**src/hw/rtl/wslr_pkg.sv**
```systemverilog
// Shared constants, types and controller codes of the wide shaded line rasteriser.
`timescale 1ns / 1ps
package wslr_pkg;
  localparam int COORD_BITS = 12;
  localparam int MAX_STROKE = 16;
  localparam int CB = COORD_BITS;
  localparam int WB = $clog2(MAX_STROKE + 1);
  localparam int DW = CB + 3;
  localparam int NUM_BITS = 8 + CB;
  localparam int DCW = $clog2(NUM_BITS);
  localparam int IN_W = 104;
  localparam int OUT_W = 56;

  localparam logic KIND_LOAD = 1'b0;
  localparam logic KIND_STEP = 1'b1;

  localparam logic [1:0] OCT_SHALLOW_UP = 2'd0;
  localparam logic [1:0] OCT_STEEP_UP = 2'd1;
  localparam logic [1:0] OCT_SHALLOW_DOWN = 2'd2;
  localparam logic [1:0] OCT_STEEP_DOWN = 2'd3;

  typedef enum logic [2:0] {
    ST_IDLE,
    ST_PROD,
    ST_DIV,
    ST_EMIT,
    ST_ADV
  } state_t;

  typedef struct packed {
    logic load;
    logic prod;
    logic div_step;
    logic k_inc;
    logic adv;
  } cmd_t;

  typedef struct packed {
    logic active;
    logic div_last;
    logic w_zero;
    logic k_last;
  } sts_t;
endpackage

```
**src/hw/rtl/wslr_ctrl.sv**
```systemverilog
// Sequencing controller of the line rasteriser.
`timescale 1ns / 1ps
module wslr_ctrl import wslr_pkg::*; (
  input  logic clk,
  input  logic rst_n,
  input  logic in_tvalid,
  input  logic in_kind,
  input  logic out_tready,
  input  sts_t sts,
  output logic in_tready,
  output logic out_tvalid,
  output cmd_t cmd
);
  state_t state_r, state_nxt;

  always_ff @(posedge clk) begin
    if (!rst_n) begin
      state_r <= ST_IDLE;
    end else begin
      state_r <= state_nxt;
    end
  end

  always_comb begin
    state_nxt = state_r;
    cmd = '0;
    in_tready = 1'b0;
    out_tvalid = 1'b0;
    case (state_r)
      ST_IDLE: begin
        in_tready = 1'b1;
        if (in_tvalid) begin
          if (in_kind == KIND_LOAD) begin
            cmd.load = 1'b1;
          end else if (sts.active) begin
            state_nxt = ST_PROD;
          end
        end
      end
      ST_PROD: begin
        cmd.prod = 1'b1;
        state_nxt = ST_DIV;
      end
      ST_DIV: begin
        cmd.div_step = 1'b1;
        if (sts.div_last) begin
          state_nxt = sts.w_zero ? ST_ADV : ST_EMIT;
        end
      end
      ST_EMIT: begin
        out_tvalid = 1'b1;
        if (out_tready) begin
          if (sts.k_last) begin
            state_nxt = ST_ADV;
          end else begin
            cmd.k_inc = 1'b1;
          end
        end
      end
      ST_ADV: begin
        cmd.adv = 1'b1;
        state_nxt = ST_IDLE;
      end
      default: begin
        state_nxt = ST_IDLE;
      end
    endcase
  end
endmodule

```
**src/hw/rtl/wslr_dp.sv**
```systemverilog
// Line stepping, colour division and pixel datapath of the rasteriser.
`timescale 1ns / 1ps
module wslr_dp import wslr_pkg::*; (
  input  logic             clk,
  input  logic             rst_n,
  input  logic [IN_W-1:0]  in_data,
  input  cmd_t             cmd,
  output sts_t             sts,
  output logic [OUT_W-1:0] out_data,
  output logic             col_last,
  output logic             line_done
);
  logic                active_r, active_nxt;
  logic [1:0]          oct_r, oct_nxt;
  logic [CB-1:0]       major_r, major_nxt;
  logic [CB-1:0]       minor_r, minor_nxt;
  logic [CB-1:0]       len_r, len_nxt;
  logic [CB-1:0]       span_r, span_nxt;
  logic signed [DW-1:0] dec_r, dec_nxt;
  logic [CB-1:0]       step_r, step_nxt;
  logic [WB-1:0]       width_r, width_nxt;
  logic [WB-1:0]       k_r;
  logic [DCW-1:0]      dcnt_r;
  logic [7:0]          cs_r [3];
  logic [7:0]          ce_r [3];
  logic [NUM_BITS-1:0] num_r [3];
  logic [CB-1:0]       rem_r [3];
  logic                neg_r [3];

  logic [CB-1:0] xs, ys, xe, ye, x0, y0, x1, y1, kx, aky;
  logic signed [CB:0] ky;
  logic [4:0] w_in;
  logic [7:0] cin_s [3];
  logic [7:0] cin_e [3];
  logic swap, shallow, last_col;
  logic [7:0] col [3];
  logic signed [13:0] off, px, py;

  assign xs = in_data[CB-1:0];
  assign ys = in_data[12+CB-1:12];
  assign xe = in_data[24+CB-1:24];
  assign ye = in_data[36+CB-1:36];
  assign w_in = in_data[52:48];
  assign cin_s[0] = in_data[60:53];
  assign cin_s[1] = in_data[68:61];
  assign cin_s[2] = in_data[76:69];
  assign cin_e[0] = in_data[84:77];
  assign cin_e[1] = in_data[92:85];
  assign cin_e[2] = in_data[100:93];

  assign swap = xs > xe;
  assign x0 = swap ? xe : xs;
  assign y0 = swap ? ye : ys;
  assign x1 = swap ? xs : xe;
  assign y1 = swap ? ys : ye;
  assign kx = x1 - x0;
  assign ky = $signed({1'b0, y1}) - $signed({1'b0, y0});
  assign aky = ky[CB] ? CB'(-ky) : ky[CB-1:0];
  assign shallow = kx >= aky;
  assign last_col = step_r >= len_r;

  always_comb begin
    active_nxt = active_r;
    oct_nxt = oct_r;
    major_nxt = major_r;
    minor_nxt = minor_r;
    len_nxt = len_r;
    span_nxt = span_r;
    dec_nxt = dec_r;
    step_nxt = step_r;
    width_nxt = width_r;
    if (cmd.load) begin
      oct_nxt = shallow ? (ky[CB] ? OCT_SHALLOW_DOWN : OCT_SHALLOW_UP)
                        : (ky[CB] ? OCT_STEEP_DOWN : OCT_STEEP_UP);
      major_nxt = shallow ? x0 : y0;
      minor_nxt = shallow ? y0 : x0;
      len_nxt = shallow ? kx : aky;
      span_nxt = shallow ? aky : kx;
      dec_nxt = $signed(DW'(len_nxt)) - $signed(DW'({span_nxt, 1'b0}));
      step_nxt = '0;
      width_nxt = (32'(w_in) > MAX_STROKE) ? WB'(MAX_STROKE) : WB'(w_in);
      active_nxt = 1'b1;
    end else if (cmd.adv) begin
      if (last_col) begin
        active_nxt = 1'b0;
      end else begin
        dec_nxt = dec_r;
        if (dec_r < 0) begin
          dec_nxt = dec_r + $signed(DW'({len_r, 1'b0}));
          minor_nxt = (oct_r == OCT_SHALLOW_DOWN) ? minor_r - 1'b1 : minor_r + 1'b1;
        end
        dec_nxt = dec_nxt - $signed(DW'({span_r, 1'b0}));
        major_nxt = (oct_r == OCT_STEEP_DOWN) ? major_r - 1'b1 : major_r + 1'b1;
        step_nxt = step_r + 1'b1;
      end
    end
  end

  always_ff @(posedge clk) begin
    if (!rst_n) begin
      active_r <= 1'b0;
      oct_r <= '0;
      major_r <= '0;
      minor_r <= '0;
      len_r <= '0;
      span_r <= '0;
      dec_r <= '0;
      step_r <= '0;
      width_r <= '0;
    end else begin
      active_r <= active_nxt;
      oct_r <= oct_nxt;
      major_r <= major_nxt;
      minor_r <= minor_nxt;
      len_r <= len_nxt;
      span_r <= span_nxt;
      dec_r <= dec_nxt;
      step_r <= step_nxt;
      width_r <= width_nxt;
    end
  end

  always_ff @(posedge clk) begin
    logic [8:0] diff;
    logic [7:0] mag;
    logic [CB:0] rsh;
    if (cmd.load) begin
      for (int c = 0; c < 3; c++) begin
        cs_r[c] <= swap ? cin_e[c] : cin_s[c];
        ce_r[c] <= swap ? cin_s[c] : cin_e[c];
      end
    end
    if (cmd.prod) begin
      dcnt_r <= '0;
      k_r <= '0;
      for (int c = 0; c < 3; c++) begin
        diff = {1'b0, ce_r[c]} - {1'b0, cs_r[c]};
        mag = diff[8] ? 8'(-diff) : diff[7:0];
        neg_r[c] <= diff[8];
        num_r[c] <= NUM_BITS'(mag) * NUM_BITS'(step_r);
        rem_r[c] <= '0;
      end
    end else if (cmd.div_step) begin
      dcnt_r <= dcnt_r + 1'b1;
      for (int c = 0; c < 3; c++) begin
        rsh = {rem_r[c], num_r[c][NUM_BITS-1]};
        if (rsh >= {1'b0, len_r}) begin
          rem_r[c] <= CB'(rsh - {1'b0, len_r});
          num_r[c] <= {num_r[c][NUM_BITS-2:0], 1'b1};
        end else begin
          rem_r[c] <= rsh[CB-1:0];
          num_r[c] <= {num_r[c][NUM_BITS-2:0], 1'b0};
        end
      end
    end else if (cmd.k_inc) begin
      k_r <= k_r + 1'b1;
    end
  end

  always_comb begin
    for (int c = 0; c < 3; c++) begin
      if (len_r == '0) begin
        col[c] = cs_r[c];
      end else if (neg_r[c]) begin
        col[c] = cs_r[c] - num_r[c][7:0] - 8'(rem_r[c] != '0);
      end else begin
        col[c] = cs_r[c] + num_r[c][7:0];
      end
    end
  end

  assign off = $signed(14'(k_r)) - $signed(14'(width_r >> 1));
  assign px = (oct_r[0]) ? $signed(14'(minor_r)) + off : $signed(14'(major_r));
  assign py = (oct_r[0]) ? $signed(14'(major_r)) : $signed(14'(minor_r)) + off;
  assign out_data = {4'b0, col[2], col[1], col[0], py, px};
  assign col_last = (k_r == width_r - 1'b1);
  assign line_done = last_col;

  assign sts.active = active_r;
  assign sts.div_last = (dcnt_r == DCW'(NUM_BITS - 1));
  assign sts.w_zero = (width_r == '0);
  assign sts.k_last = col_last;
endmodule

```
**src/hw/rtl/wide_shaded_line_rasterizer.sv**
```systemverilog
// Top level of the wide shaded line rasteriser.
`timescale 1ns / 1ps
// Usage:
//   in channel: in_tuser is the item kind (0 load a line, 1 step one column),
//   in_tdata carries the endpoints, stroke width and the two colours.
//   A load emits nothing; it replaces any line in progress.
//   A step on an active line emits stroke_width pixels (at most 16) on the
//   out channel, one per cycle while out_tready is high, out_tlast on the
//   last pixel of the column, out_tuser on every pixel of the final column.
//   A step with no active line is dropped. A step on an active line runs
//   a product state, then per-channel restoring dividers on a numerator of
//   8 + coordinate bits, then the pixels, then a midpoint decision advance.
//   The block works on one item at a time; in_tready is low meanwhile.
//   A stalled receiver holds the current pixel; the block waits.
//   Synchronous active-low reset clears the line state and the controller.
module wide_shaded_line_rasterizer import wslr_pkg::*; (
  input  logic             clk,
  input  logic             rst_n,
  input  logic             in_tvalid,
  output logic             in_tready,
  // x_start, y_start, x_end, y_end, stroke_width, red_start, green_start,
  // blue_start, red_end, green_end, blue_end, zero pad
  input  logic [IN_W-1:0]  in_tdata,
  // kind
  input  logic             in_tuser,
  output logic             out_tvalid,
  input  logic             out_tready,
  // pixel_x, pixel_y, red, green, blue, zero pad
  output logic [OUT_W-1:0] out_tdata,
  // line_done
  output logic             out_tuser,
  output logic             out_tlast
);
  cmd_t cmd;
  sts_t sts;

  wslr_ctrl u_ctrl (
    .clk        (clk),
    .rst_n      (rst_n),
    .in_tvalid  (in_tvalid),
    .in_kind    (in_tuser),
    .out_tready (out_tready),
    .sts        (sts),
    .in_tready  (in_tready),
    .out_tvalid (out_tvalid),
    .cmd        (cmd)
  );

  wslr_dp u_dp (
    .clk       (clk),
    .rst_n     (rst_n),
    .in_data   (in_tdata),
    .cmd       (cmd),
    .sts       (sts),
    .out_data  (out_tdata),
    .col_last  (out_tlast),
    .line_done (out_tuser)
  );

`ifndef ASSERT_OFF
  a_excl: assert property (@(posedge clk) disable iff (!rst_n) !(in_tready && out_tvalid))
    else $error("input ready while a pixel is offered");
  a_col_end: assert property (@(posedge clk) disable iff (!rst_n)
    out_tvalid && out_tready && out_tlast |=> !out_tvalid)
    else $error("pixel offered after column end");
  a_load: assert property (@(posedge clk) disable iff (!rst_n)
    in_tvalid && in_tready && !in_tuser |=> in_tready)
    else $error("load item did not return to idle");
`endif
endmodule
```
**config.mk**
```make
export PLATFORM = sky130hd
export DESIGN_NAME = wide_shaded_line_rasterizer
export DESIGN_NICKNAME = d
export VERILOG_FILES = /design/src/hw/rtl/wslr_pkg.sv /design/src/hw/rtl/wslr_ctrl.sv /design/src/hw/rtl/wslr_dp.sv /design/src/hw/rtl/wide_shaded_line_rasterizer.sv
export SDC_FILE = /design/constraint.sdc
export NUM_CORES = 2
export LEC_CHECK = 0
export BUFFER_PORTS_ARGS = -buffer_cell sky130_fd_sc_hd__buf_2
export CORE_MARGIN = 2
export CORE_UTILIZATION = 69
export CTS_CLUSTER_DIAMETER = 200
export CTS_CLUSTER_SIZE = 12
export DETAILED_ROUTE_END_ITERATION = 12
export GPL_ROUTABILITY_DRIVEN = 0
export GPL_TIMING_DRIVEN = 0
export PLACE_DENSITY = 0.95
export SLEW_MARGIN = 20
export SYNTH_ARGS = -nofsm -noshare
export SYNTH_HDL_FRONTEND = slang
export SYNTH_SLANG_ARGS = --single-unit
```
**constraint.sdc**
```tcl
create_clock -name clk -period 25.2 [get_ports clk]
set_input_delay 2.52 -clock clk [delete_from_list [all_inputs] [get_ports clk]]
set_output_delay 2.52 -clock clk [all_outputs]
set_load 0.02 [all_outputs]
```
# ---- After elaboration in Yosys (flattened, before gate mapping)
# Memories as Yosys holds them, arrays and structs flattened.
# Index checks and enable logic that the tools add are counted.
dict set report totals {
  regBits 96
  ram_bits 147
  wordCells 216
  n_memories 5
}
# memory words width rd rd_clocked_by_memory_dff wr line
set memory_table {}
lappend memory_table {u_dp.num_r 3 20 3 0 3 wslr_dp.sv:26} ;# logic [NUM_BITS-1:0] num_r [3];
lappend memory_table {u_dp.rem_r 3 12 3 0 3 wslr_dp.sv:27} ;# logic [CB-1:0] rem_r [3];
lappend memory_table {u_dp.ce_r 3 8 3 0 3 wslr_dp.sv:25} ;# logic [7:0] ce_r [3];
lappend memory_table {u_dp.cs_r 3 8 3 0 3 wslr_dp.sv:24} ;# logic [7:0] cs_r [3];
lappend memory_table {u_dp.neg_r 3 1 3 0 3 wslr_dp.sv:28} ;# logic neg_r [3];
dict set report classes {
  add_sub_neg 34
  n_mul 3
  order_cmp 8
  eq_ne 15
  mux 108
  bitwise_logic 15
  n_reduce_logical 16
}
# cell count
set op_table {}
lappend op_table {{$mux 12} 24}
lappend op_table {{$mux 20} 6}
lappend op_table {{$mux 8} 15}
lappend op_table {{$mux 15} 7}
lappend op_table {{$mul 8x12->20} 3}
lappend op_table {{$sub 12x12->12} 4}
lappend op_table {{$mux 1} 42}
lappend op_table {{$ge 13x12->1} 3}
lappend op_table {{$add 12x1->12 const B} 3}
lappend op_table {{$reduce_bool 12->1} 3}
lappend op_table {{$mux 14} 2}
lappend op_table {{$sub 8x8->9} 3}
lappend op_table {{$add 8x8->8} 3}
lappend op_table {{$ge 12x12->1} 2}
lappend op_table {{$neg 8->8} 3}
lappend op_table {{$sub 12x1->12 const B} 2}
lappend op_table {{$sub 8x1->8} 3}
lappend op_table {{$sub 8x8->8} 3}
lappend op_table {{$mux 3} 7}
lappend op_table {{$add 15x14->15} 1}
lappend op_table {{$lt 15x1->1 const B} 1}
lappend op_table {{$sub 15x14->15} 1}
lappend op_table {{$add 13x14->14} 1}
lappend op_table {{$sub 12x13->14} 1}
lappend op_table {{28 further kinds} 56}

# ---- Longest topological paths before layout
dict set report depth {
  word_depth 9
  ltp_mapped 54
  mapped_depth_nobuf 45
}

# ---- Hierarchy
# A second synthesis with hierarchy kept.
dict set report unflattened {
  cells_unflattened 3775
  hier_area_um2 31143.6
}
# module n_inst cells_each area_per_inst_um2 seq_area_each_um2
set by_module_without_submodules {}
lappend by_module_without_submodules {wslr_dp 1 3750 30935.9 6246.0}
lappend by_module_without_submodules {wslr_ctrl 1 25 207.7 60.1}

# ---- Worst setup path before layout
# No wires, ideal clock.
dict set report synth_timing {
  kind {in2reg}
  start {input in_tdata[32]}
  end {register u_dp.dec_r[11]}
  t_arrival_ns 11.350
  required_time_ns 25.114
  path_slack_ns 13.765
  stages 52
  path_buffers 7
  path_cell_list {inv_1 -> ha_1 -> nand4_1 -> or2_1 -> a211o_1 -> nand2_2 -> clkbuf_1 -> clkbuf_1 -> clkbuf_1 -> buf_1 -> nor2_1 -> nor2_1 -> ha_1 -> a31oi_1 -> o41ai_1 -> o211ai_1 -> a311oi_1 -> o21ai_1 -> [... 16 more ...] -> buf_6 -> buf_2 -> a22oi_1 -> ha_1 -> inv_1 -> fa_1 -> a21o_1 -> a21oi_1 -> o21bai_1 -> a21oi_1 -> o21ai_0 -> a21oi_1 -> o21bai_1 -> a21oi_1 -> nor2b_1 -> nor3_1 -> a31oi_1 -> a211oi_1}
}
dict set report synth_via {
  elab_chain_len 9
  word_cells_on_any_way 14
  cone_classes {4 x add/sub; 2 x order compare; 8 x mux}
}
# element line
set synth_rtl {}
lappend synth_rtl {{start: declaration} wide_shaded_line_rasterizer.sv:23} ;# input logic [IN_W-1:0] in_tdata,
lappend synth_rtl {{$gt 12x12->1} wslr_dp.sv:51} ;# assign swap = xs > xe;
lappend synth_rtl {{$mux 12 (on tied branches)} {wslr_dp.sv:55, wslr_dp.sv:53}}
lappend synth_rtl {{$sub 12x12->13} wslr_dp.sv:57} ;# assign ky = $signed({1'b0, y1}) - $signed({1'b0, y0});
lappend synth_rtl {{$neg 12->12} wslr_dp.sv:58} ;# assign aky = ky[CB] ? CB'(-ky) : ky[CB-1:0];
lappend synth_rtl {{$mux 12} wslr_dp.sv:58}
lappend synth_rtl {{$ge 12x12->1} wslr_dp.sv:59} ;# assign shallow = kx >= aky;
lappend synth_rtl {{$mux 12 (on tied branches)} {wslr_dp.sv:77, wslr_dp.sv:78}}
lappend synth_rtl {{$sub 12x13->14 *} wslr_dp.sv:79} ;# dec_nxt = $signed(DW'(len_nxt)) - $signed(DW'({span_nxt, 1'b0}));
lappend synth_rtl {{$mux 15 *} wslr_dp.sv:72} ;# if (cmd.load) begin
lappend synth_rtl {{end signal: assignment} wslr_dp.sv:117} ;# dec_r <= dec_nxt;
lappend synth_rtl {{end: declaration} wslr_dp.sv:19} ;# logic signed [DW-1:0] dec_r, dec_nxt;
# Mark *: on every way between the ends. The rest lies on a longest branch, timed or not.
# A chain may end at the register's enable or synchronous reset.

# ---- Final worst setup path
dict set report layout_timing {
  start {input in_tdata[34]}
  end {register u_dp.dec_r[11]}
}
# Same word-level chain as after synthesis.

==> metrics <==
Synth area leaders ha_1, edfxtp_1, fa_1, dfxtp_1, nand2_1; # hold bufs at CTS 0; register area 6310 sq um; final worst path period share 56.9%; CTS max path bufs 3; DRC Markers 0; synthesized flop and latch total 242; Peak VDD IR 0.000102 V; Yosys top cell by area ha_1; via count 29253; DR WL/cell 20.9 um; Mapped Cells 3707; vias in the first global route 30039; Slew Viols, Final 0; RSZ-0062 raised after global routing false; Initial Util 69.7%; CP endpoint kind flop; worst min-delay path class flop to flop; Clock transition at path regs 0.07 ns; drt first pass iters 8; static leakage 0.0158 uW; Sw Ratio 52.2%; largest net degree at the start of global routing 56; Mapped Area 30800 sq um; endpoints failing setup 0; synthesis-to-finish area growth 7.52%; sequential share of the synthesized area 20.5%; Via density 6.49; die width 215 um; number of core rows 77; Cell variety after synth 89; Overflow after GRT 0; Flop pwr share 21.0%; chip height 215 um; cell internal pwr 1540 uW; GRT Util Overall 40.2%; Synth top area share 14.3%; worst endpoint required time 25.66 ns; initial drt markers 3309; post-CTS sizing 0; Startpoint Class input pin; CTS HTree Levels 1; run status completed; max cap viols 0; Comb pwr share 68.1%; Post-Route WL 94100 um; global-route wire length before repair 149000 um; CP max-delay cell buf_1; final setup margin 10.86 ns; pwr/cell area 97.7 nW/um^2; Post-Syn Area per Cell 8.30 sq um; Worst Skew 0.0353 ns; Rel. slew slack 24.4%; Post-synth EDFFs 146; Final Util 74.9%; Place WS 10.86 ns; root buffer cell clkbuf_16; final setup TNS 0 ns; Core Footprint 44100 sq um; Main synth FF type edfxtp_1; crit-path max FO 10; max incr delay on CP 0.82 ns; Clk pwr share 10.9%; CP most frequent cell a21oi_1; ANT nets after route 0; Post CTS Setup Buffer Count 0; slew at the pin closest to its max-slew limit 1.13 ns; YS warnings 0; multi-input logic area 22100 sq um; Peak Freq 69.7 MHz; PnR Total Power 3230 uW; I/O pins 169; switching power 1690 uW; FILL cells 2761; Sink Count 242; port bufs 161; initial antenna violation count 4; TritonCTS Buffers 24; layout cell share with drive strength beyond 1 6.92%; DIE AREA 46300 sq um; HPWL after DPL 69600 um; CTS tree built; Tmin final 14.34 ns; CP Class input pin to flop; Skew-Pair Late Insertion Delay 0.59 ns; crit path DAT 14.81 ns; ANT cells 0; Async SR Flop Fraction 0%; final hold vios 0; fin nets 4562
==> Yosys cell counts (all sizes together) (35+ instances only) <==
cell / number
nand2: 486
inv: 457
ha: 352
nor2: 275
a21oi: 243
fa: 202
o21ai: 182
xnor2: 153
edfxtp: 146
clkbuf: 127
nor2b: 103
dfxtp: 96
mux2i: 82
and2: 81
xor2: 81
nand2b: 80
a21o: 58
o21bai: 54
nand3: 38
nor3: 35
==> per-layer routing <==
layer / global-route usage [%] / wire, um / share of wire, % / up-vias
li1: - / - / - / 12810
met5: 0.208 / 25 / 0.027 / -
met3: 10.1 / 11000 / 12 / 725
met2: 66.4 / 42900 / 46 / 2156
met1: 44.0 / 31200 / 33 / 13558
met4: 32.5 / 8930 / 9.5 / 4
==> cell families after synthesis <==
| family | after synthesis | synth area share [%] |
|---|---|---|
| buffers and inverters | 620 | 7.83 |
| DFF | 242 | 20.5 |
| and+or+nand+nor | 1182 | 17.8 |
| muxes | 116 | 3.91 |
| other | 1 | 0.0122 |
| adders and majority gates | 557 | 27.6 |
| xor gates and xnor gates | 235 | 6.75 |
| AOI/OAI and AO/OA | 754 | 15.6 |
==> power by group through the flow <==
stage	clock network (uW)	logic, uW	registers, uW
after floorplan	0	1520	648
after global placement	0	1980	686
after detailed placement	0	2080	674
after CTS	347	2120	669
after global routing	360	2350	683
final	353	2200	677
==> per-stage QoR <==
step | hold slack, ns | instances | cell area, sq um
finish | 0.476 | 4507 | 33100
global route | 0.508 | 4507 | 33100
CTS | 0.469 | 4507 | 33100
detailed placement | 0.462 | 4465 | 32400
global placement | 0.462 | 4463 | 32300
floorplan | 0.438 | 3710 | 30800
==> placed cells by master (no fill, tap or decap), drive strengths merged, types with 25 or more instances in the layout <==
master,instances
mux2,34
a211oi,31
xor2,81
o21ai,182
nor2,275
clkbuf,167
nor2b,103
nand3,38
buf,197
a21oi,243
inv,458
fa,202
nand2,486
mux2i,82
dfxtp,96
and2,81
a21boi,30
nor3,35
a21o,58
nand2b,80
o211ai,25
o21bai,54
ha,352
xnor2,153
edfxtp,146
==> cell type report <==
cell class / count / share of cell area (%)
plain buffers: 161 / 2.08
clock buffers: 40 / 2.00
clock inverters: 2 / 0.0833
inverters: 459 / 5.21
multi-input cells: 2848 / 66.7
flip-flops and latches: 242 / 19.1
well taps: 592 / 2.24
repair buffers: 163 / 2.60
==> critical path, delay by kind of cell <==
| kind | cells | cell delay, ns |
|---|---|---|
| muxes | 2 | 0.78 |
| adders and majority gates | 5 | 1.50 |
| buffers and inverters | 9 | 3.36 |
| AOI/OAI and AO/OA | 25 | 4.99 |
| and+or+nand+nor | 11 | 1.64 |
==> state kept, by name, indices dropped and copies added, names as in the netlist <==
name and cells:
u_dp.oct_r 2, u_dp.width_r 5, u_dp.rem_r 36, u_dp.span_r 12, u_dp.num_r 60, u_dp.minor_r 12
u_dp.len_r 12, u_dp.neg_r 3, u_dp.step_r 12, u_ctrl.state_r 3, u_dp.dcnt_r 5, u_dp.active_r 1
u_dp.major_r 12, u_dp.dec_r 14, u_dp.ce_r 24, u_dp.k_r 5, u_dp.cs_r 24
==> final timing paths <==
check	start	end	slack, ns	cells after the start
setup / recovery	in_tdata[34]	u_dp.dec_r[11]$_SDFFE_PN0P_	10.86	52
hold / removal	u_dp.span_r[0]$_SDFFE_PN0P_	u_dp.span_r[0]$_SDFFE_PN0P_	0.48	2
setup reg to reg	u_dp.cs_r[0][1]$_DFFE_PP_	u_dp.num_r[0][19]$_DFFE_PP_	15.14	32
hold reg to reg	u_dp.span_r[0]$_SDFFE_PN0P_	u_dp.span_r[0]$_SDFFE_PN0P_	0.48	2
Note: power is estimated with default switching activity, not from simulation.
